===== src/design/xy_mesh_router_output_queues_top_macros.svh =====
// assertion macros for the xy mesh router output queues block
`ifndef XY_MESH_ROUTER_OUTPUT_QUEUES_TOP_MACROS_SVH
`define XY_MESH_ROUTER_OUTPUT_QUEUES_TOP_MACROS_SVH

// implication checked at every clock edge outside reset
`define XYMR_ASSERT_IMPL(lbl, ante, cons) \
  lbl: assert property (@(posedge clk) disable iff (!rst_n) (ante) |-> (cons)) \
    else $error("xymr implication check failed");

// condition that must hold at every clock edge outside reset
`define XYMR_ASSERT_ALWAYS(lbl, cond) \
  lbl: assert property (@(posedge clk) disable iff (!rst_n) (cond)) \
    else $error("xymr invariant check failed");

`endif


===== src/design/xymr_pkg.sv =====
// shared types and constants of the xy mesh router output queues block
package xymr_pkg;

  localparam int PORT_COUNT      = 5;
  localparam int PORT_W          = 3;
  localparam int COORD_W         = 5;
  localparam int TOKEN_W         = 32;
  localparam int QUEUE_DEPTH_DEF = 16;
  localparam int TOKEN_BITS_DEF  = 32;
  localparam int CMDQ_DEPTH      = 2;
  localparam int APB_ADDR_W      = 3;
  localparam int APB_DATA_W      = 32;
  localparam int OWN_W           = 4;

  localparam logic [COORD_W-1:0] COORD_NONE = '1;

  // register index, taken from paddr bit 2
  localparam logic REG_OWN_X = 1'b0;
  localparam logic REG_OWN_Y = 1'b1;

  localparam logic FUNC_ARRIVE = 1'b0;
  localparam logic FUNC_TICK   = 1'b1;

  typedef enum logic [PORT_W-1:0] {
    PORT_LOCAL = 3'd0,
    PORT_NORTH = 3'd1,
    PORT_EAST  = 3'd2,
    PORT_SOUTH = 3'd3,
    PORT_WEST  = 3'd4
  } port_t;

  typedef enum logic [1:0] {
    BE_IDLE,
    BE_READ,
    BE_SEND
  } be_state_t;

  typedef struct packed {
    logic                is_tick;
    port_t               port;
    logic [COORD_W-1:0]  src_x;
    logic [COORD_W-1:0]  src_y;
    logic [COORD_W-1:0]  dest_x;
    logic [COORD_W-1:0]  dest_y;
    logic [TOKEN_W-1:0]  tok_re;
    logic [TOKEN_W-1:0]  tok_im;
  } cmd_t;

  // handshake between front and back
  typedef struct packed {
    logic valid;
    cmd_t cmd;
  } cmd_chan_t;

endpackage


===== src/design/xymr_front.sv =====
// front end: classifies input beats, routes arrivals and queues commands
module xymr_front (
  input  logic                                clk,
  input  logic                                rst_n,
  input  logic [xymr_pkg::OWN_W-1:0]          own_x,
  input  logic [xymr_pkg::OWN_W-1:0]          own_y,
  input  logic                                in_valid,
  output logic                                in_stall,
  input  logic                                in_func,
  input  logic signed [xymr_pkg::COORD_W-1:0] in_src_x,
  input  logic signed [xymr_pkg::COORD_W-1:0] in_src_y,
  input  logic signed [xymr_pkg::COORD_W-1:0] in_dest_x,
  input  logic signed [xymr_pkg::COORD_W-1:0] in_dest_y,
  input  logic signed [xymr_pkg::TOKEN_W-1:0] in_token_real,
  input  logic signed [xymr_pkg::TOKEN_W-1:0] in_token_imag,
  output xymr_pkg::cmd_chan_t                 cmd_out,
  input  logic                                cmd_pop
);

  localparam int QPTR_W = (xymr_pkg::CMDQ_DEPTH > 1) ? $clog2(xymr_pkg::CMDQ_DEPTH) : 1;
  localparam int QCNT_W = $clog2(xymr_pkg::CMDQ_DEPTH + 1);

  xymr_pkg::cmd_t     q_r [xymr_pkg::CMDQ_DEPTH];
  logic [QPTR_W-1:0]  wr_ptr_r, wr_ptr_nxt;
  logic [QPTR_W-1:0]  rd_ptr_r, rd_ptr_nxt;
  logic [QCNT_W-1:0]  cnt_r, cnt_nxt;

  logic signed [xymr_pkg::COORD_W-1:0] ox, oy;
  logic                                src_empty, dest_bad, drop, push;
  xymr_pkg::port_t                     route;
  xymr_pkg::cmd_t                      cmd_new;

  assign ox = $signed({1'b0, own_x});
  assign oy = $signed({1'b0, own_y});

  assign src_empty = (in_src_x == xymr_pkg::COORD_NONE) && (in_src_y == xymr_pkg::COORD_NONE);
  assign dest_bad  = (in_dest_x == xymr_pkg::COORD_NONE) || (in_dest_y == xymr_pkg::COORD_NONE);
  assign drop      = (in_func == xymr_pkg::FUNC_ARRIVE) && (src_empty || dest_bad);

  // port order: local on a match, then east, south, west, and north otherwise
  always_comb begin
    if (in_dest_x == ox && in_dest_y == oy) begin
      route = xymr_pkg::PORT_LOCAL;
    end else if (in_dest_x > ox) begin
      route = xymr_pkg::PORT_EAST;
    end else if (in_dest_y > oy) begin
      route = xymr_pkg::PORT_SOUTH;
    end else if (in_dest_x < ox) begin
      route = xymr_pkg::PORT_WEST;
    end else begin
      route = xymr_pkg::PORT_NORTH;
    end
  end

  always_comb begin
    cmd_new.is_tick = (in_func == xymr_pkg::FUNC_TICK);
    cmd_new.port    = route;
    cmd_new.src_x   = in_src_x;
    cmd_new.src_y   = in_src_y;
    cmd_new.dest_x  = in_dest_x;
    cmd_new.dest_y  = in_dest_y;
    cmd_new.tok_re  = in_token_real;
    cmd_new.tok_im  = in_token_imag;
  end

  assign in_stall = (cnt_r == QCNT_W'(xymr_pkg::CMDQ_DEPTH));
  assign push     = in_valid && !in_stall && !drop;

  always_comb begin
    wr_ptr_nxt = wr_ptr_r;
    rd_ptr_nxt = rd_ptr_r;
    cnt_nxt    = cnt_r;
    if (push) begin
      wr_ptr_nxt = (wr_ptr_r == QPTR_W'(xymr_pkg::CMDQ_DEPTH - 1)) ? '0 : wr_ptr_r + 1'b1;
    end
    if (cmd_pop) begin
      rd_ptr_nxt = (rd_ptr_r == QPTR_W'(xymr_pkg::CMDQ_DEPTH - 1)) ? '0 : rd_ptr_r + 1'b1;
    end
    if (push && !cmd_pop) begin
      cnt_nxt = cnt_r + 1'b1;
    end else if (!push && cmd_pop) begin
      cnt_nxt = cnt_r - 1'b1;
    end
  end

  always_ff @(posedge clk) begin
    if (!rst_n) begin
      wr_ptr_r <= '0;
      rd_ptr_r <= '0;
      cnt_r    <= '0;
    end else begin
      wr_ptr_r <= wr_ptr_nxt;
      rd_ptr_r <= rd_ptr_nxt;
      cnt_r    <= cnt_nxt;
    end
  end

  always_ff @(posedge clk) begin
    if (push) begin
      q_r[wr_ptr_r] <= cmd_new;
    end
  end

  assign cmd_out.valid = (cnt_r != '0);
  assign cmd_out.cmd   = q_r[rd_ptr_r];

endmodule


===== config.mk =====
export PLATFORM = sky130hd
export DESIGN_NAME = xymr_front
export DESIGN_NICKNAME = d
export VERILOG_FILES = /design/src/design/xy_mesh_router_output_queues_top_macros.svh /design/src/design/xymr_pkg.sv /design/src/design/xymr_front.sv
export SDC_FILE = /design/constraint.sdc
export NUM_CORES = 1
export LEC_CHECK = 0
export CORE_AREA = 2 2 170 172
export DETAILED_ROUTE_END_ITERATION = 10
export DIE_AREA = 0 0 172 174
export DONT_BUFFER_PORTS = 1
export SYNTH_ARGS = -nofsm -noshare
export SYNTH_HDL_FRONTEND = slang
export SYNTH_SLANG_ARGS = --single-unit

===== constraint.sdc =====
create_clock -name clk -period 6.25 [get_ports clk]
set_input_delay 0.3125 -clock clk [delete_from_list [all_inputs] [get_ports clk]]
set_output_delay 0.3125 -clock clk [all_outputs]
set_load 0.05 [all_outputs]

== After elaboration in Yosys (flattened, before gate mapping) ==
Memories as Yosys holds them, arrays and structs flattened. A register that Yosys moved wholly into a read port is not among the register bits.
Cells that the tools add are included.
Cells by class
  $add $sub $neg: 4
  $lt $le $gt $ge: 3
  eq/ne operators: 7
  multiplexer cells: 12
  bitwise logic cells: 1
  reductions and logical operators: 15
Operators with widths (number)
  $eq 5x5->1 const B: 4
  $mux 3: 4
  $eq 5x5->1: 2
  $gt 5x5->1: 2
  $logic_and 1x1->1: 7
  $mux 1: 6
  $lt 5x5->1: 1
  $logic_not 1->1: 4
  $mux 2: 2
  $reduce_bool 2->1: 2
  $add 1x1->1 const B: 2
  $add 2x1->2 const B: 1
  $eq 2x2->1 const B: 1
  $logic_or 1x1->1: 2
  $sub 2x1->2 const B: 1
  $not 1->1: 1
Storage, ports and cells
  bits in registers: 4
  memory bits (writable): 176
  output and inout bits: 90
  word-level logic and storage cells: 46
  memories kept: 1
Memories
  q_r: depth 2, width 88, read ports 1, clocked after memory_dff 1, wr ports 1, line xymr_front.sv:23  | xymr_pkg::cmd_t q_r [xymr_pkg::CMDQ_DEPTH];

== Depth between registers and ports, before layout ==
  depth in word-level cells: 10
  mapped depth: 7
  depth with buffers taken out: 7

== Least setup slack after synthesis ==
No wires, ideal clock.
  kind: reg-to-reg
  start point: register cnt_r[1]
  end point: memory q_r[0][0] (netlist name), enable pin
  arrival time: 4904 ps
  required time: 5705 ps
  setup slack: 800 ps
  cell stages (with the launch flop): 4
  buffers on the path: 0
  path through: dfxtp_1 -> nor2b_1 -> a2111oi_4 -> nor2b_1
On the way
  cells in the longest elaborated chain, start to end: 6
Ends and longest elaborated chain
  from (decl): line xymr_front.sv:26  | logic [QCNT_W-1:0] cnt_r, cnt_nxt;
  from (signal assigned): line xymr_front.sv:94  | cnt_r <= cnt_nxt;
  $eq 2x2->1: line xymr_front.sv:66  | assign in_stall = (cnt_r == QCNT_W'(xymr_pkg::CMDQ_DEPTH));
  net in_stall: line xymr_front.sv:8  | output logic in_stall,
  $logic_not 1->1: line xymr_front.sv:67  | assign push = in_valid && !in_stall && !drop;
  $logic_and 1x1->1 (2 in series): line xymr_front.sv:67
  $mux 1: line xymr_front.sv:99  | if (push) begin
  $mux 1 (not written as such): line xymr_front.sv:100  | q_r[wr_ptr_r] <= cmd_new;
  to (decl): line xymr_front.sv:23
The timed path passes the listed nets, and every way through them passes these cells.

== Final worst setup path ==
  start point: register cnt_r[0]
  end point: memory q_r[0][64] (netlist name), enable pin
Same word-level chain as after synthesis.

==> out/qor.yml <==
status: "finished, final reports clean"
syn_nets: 445
first_iter_violations: 131
layout.nets: 543
power_leakage_nw: 2.90
fin_crit_sh_pct: 52.6
critPathKind: "reg2reg"
pwr_density_cell_nw_per_um2: 367
globalplace.congestion: 0.742
antenna_found_initial: 0
relSlewSlack_pct: 16.7
hold_violations: 0
setup_viol: 0
post_cts_buffers: 0
fp.dieW_um: 172
rsz0062_at_grt: "false"
ys_types: 36
r2r_slack_ns: 2.96
worstSetupStartpointType: "flop"
synth_area_leaders: "edfxtp_1, mux2_2, ha_1"
cp-end-kind: "flop"
ir_drop_mv: 0.143
hold_path.class: "in2reg"
root_buffer: "clkbuf_16"
ys_warn_count: 0
num_antenna_cells: 0
grt.overflow.total: 0
vias: 3365
synth_area_um2: 6900
ios: 187
cts.clk_slew.worst_paths_ns: 0.07
dr.pass1.iters: 4
syn2layout_area_growth_pct: 27.3
clk_latency_ns: 0.42
die_area_um2: 29900
fin_setup_tns_ns: 0
crit_chain: "nor2b_1 > a2111oi_4 > nor2b_4 > buf_4"
synthCells: 339
yosysSeqAreaShare_pct: 78.1
clock_sinks: 181
initial_core_util_pct: 24.4
dr_wl_met3_um: 1430
worstPathMaxFanout: 49
grt_pass1_wl_um: 21000
final_cell_count_no_fill: 834
rows: 62
hpwl_um: 8920
cap_violations: 0
ys_ff_latch: 181
wl_per_cell_um: 17.1
fin_area_um2: 8780
grt_max_degree: 57
die_h_um: 174
yosysTopAreaCell: "edfxtp_1"
cts_tree: "done"
critPathBufInv: 1
first_global_vias: 3779
cts-buffers-inserted: 17
htreeDepth: 4
wl_met1_um: 5550
crit_family: "simple AND/OR/NAND/NOR gates"
clock_path_buffers: 2
drive_above_1_share_pct: 26.9
clock_skew_ns: 0.0130
routed_wl_um: 14300
post-place-cells: 716
arrival_ns: 3.34
placed_area_um2: 7360
post-route-drc-count: 0
synth_top_area_share_pct: 76.6
slowest_delay_ns: 1.07
ant_nets: 0
avgSynthCellArea_um2: 20.4
track_usage_pct: 9.55
coreArea_um2: 28200
drv_slew: 0
highest_layer: "met4"
viasPerCell: 4.03
period_needed_ns: 3.29
tightest_slew_ns: 1.25
fmax_mhz: 304
crit_required_ns: 6.30
wl_met2_um: 7150
slowest_stage: "nor2b_4"
io_buffers: 0
## cells in the final DEF (no fill, tap or decap), types with 2 or more instances in the layout
master,synthesis,routed
ha_1,9,9
and2_1,4,3
nand4_1,4,4
a21o_1,2,2
inv_1,10,10
o21ai_0,2,2
buf_4,2,3
and4b_1,2,2
xor2_1,2,2
a211oi_1,2,2
edfxtp_1,176,176
clkbuf_1,0,3
nor2b_1,3,2
clkinv_4,0,6
mux2_2,79,79
clkinvlp_4,0,3
dfxtp_1,5,4
clkbuf_16,0,17
mux2_1,9,9
dlygate4sd3_1,0,86
## cell usage after synthesis (all sizes together)
master and n:
edfxtp 176, mux2 88, inv 11, buf 10
ha 9, dfxtp 5, nand4 5, and2 4
nor2b 3, a211oi 2, a21o 2, and4b 2
nand2b 2, nor3 2, o21ai 2, o22ai 2
xor2 2, a2111oi 1, a21boi 1, mux2i 1
nand2 1, nand3 1, nand4b 1, nor2 1
o311a 1, or2 1, or3 1, or3b 1
xnor2 1
## worst register-to-register path: stages, from the launching register on
cell and delay [ns]:
dfxtp_1 0.41, nor2b_1 0.27, a2111oi_4 0.39, nor2b_4 1.07, buf_4 0.74
## cell families (layout without fill, tap and decap cells)
family | after synthesis | in the layout | share of synthesized area [%]
DFF | 181 | 181 | 78.1
muxes | 89 | 89 | 14.5
and+or+nand+nor | 25 | 25 | 2.52
buffers and inverters | 21 | 132 | 1.40
AOI/OAI and AO/OA | 11 | 11 | 1.51
adders and majority gates | 9 | 9 | 1.63
xor gates and xnor gates | 3 | 3 | 0.381
## sequential cells by signal (all words and copies together), names as in the netlist, named ones only
register and count:
cnt_r 2, q_r 176, rd_ptr_r 1, wr_ptr_r 1
## report_power, final
part	internal, mW	leakage [nW]	switching (mW)
registers	1.49	1.68	0.0386
logic	0.150	0.954	0.514
clock network	0.557	0.263	0.474
## metrics by stage
stage,hold WS [ns],utilization (%),setup WS (ns),power (mW)
3_3_place_gp,0.411,26.1,3.00,2.16
5_1_grt,0.0104,31.1,2.63,3.36
3_5_place_dp,0.411,26.1,2.90,2.18
2_1_floorplan,0.411,-,0.800,2.10
6_report,0.0364,31.1,2.96,3.22
4_1_cts,0.00603,31.1,2.85,3.28
## worst paths after layout
kind,from,end,cells past startpoint
worst max-delay path,cnt_r[0]$_SDFFE_PN0P_,q_r[0][64]$_DFFE_PP_,4
worst min-delay path,rst_n,cnt_r[1]$_SDFFE_PN0P_,1
worst max register to register,cnt_r[0]$_SDFFE_PN0P_,q_r[0][64]$_DFFE_PP_,4
worst min register to register,cnt_r[1]$_SDFFE_PN0P_,cnt_r[1]$_SDFFE_PN0P_,2
## area by class of cell
| cell class | count | area, um^2 |
|---|---|---|
| inverters | 11 | 41.3 |
| well taps | 384 | 480 |
| repair buffers | 89 | 883 |
| clock inverters | 12 | 125 |
| flip-flops and latches | 181 | 5390 |
| multi-input cells | 137 | 1430 |
| clock buffers | 20 | 437 |
| fillers | 2756 | 19500 |
## per-layer routing
| metal | vias up | GRT usage (%) |
|---|---|---|
| li1 | 1532 | - |
| met1 | 1690 | 9.84 |
| met2 | 132 | 16.6 |
| met3 | 11 | 4.64 |
| met4 | 0 | 3.71 |
| met5 | - | 0 |
## timing repair
action | CTS | global route
gates resized for setup | 0 | 0
hold buffers | 86 | 0
hold endpoints to repair | 174 | 0
No activity file was read; power rests on OpenSTA's default activity.
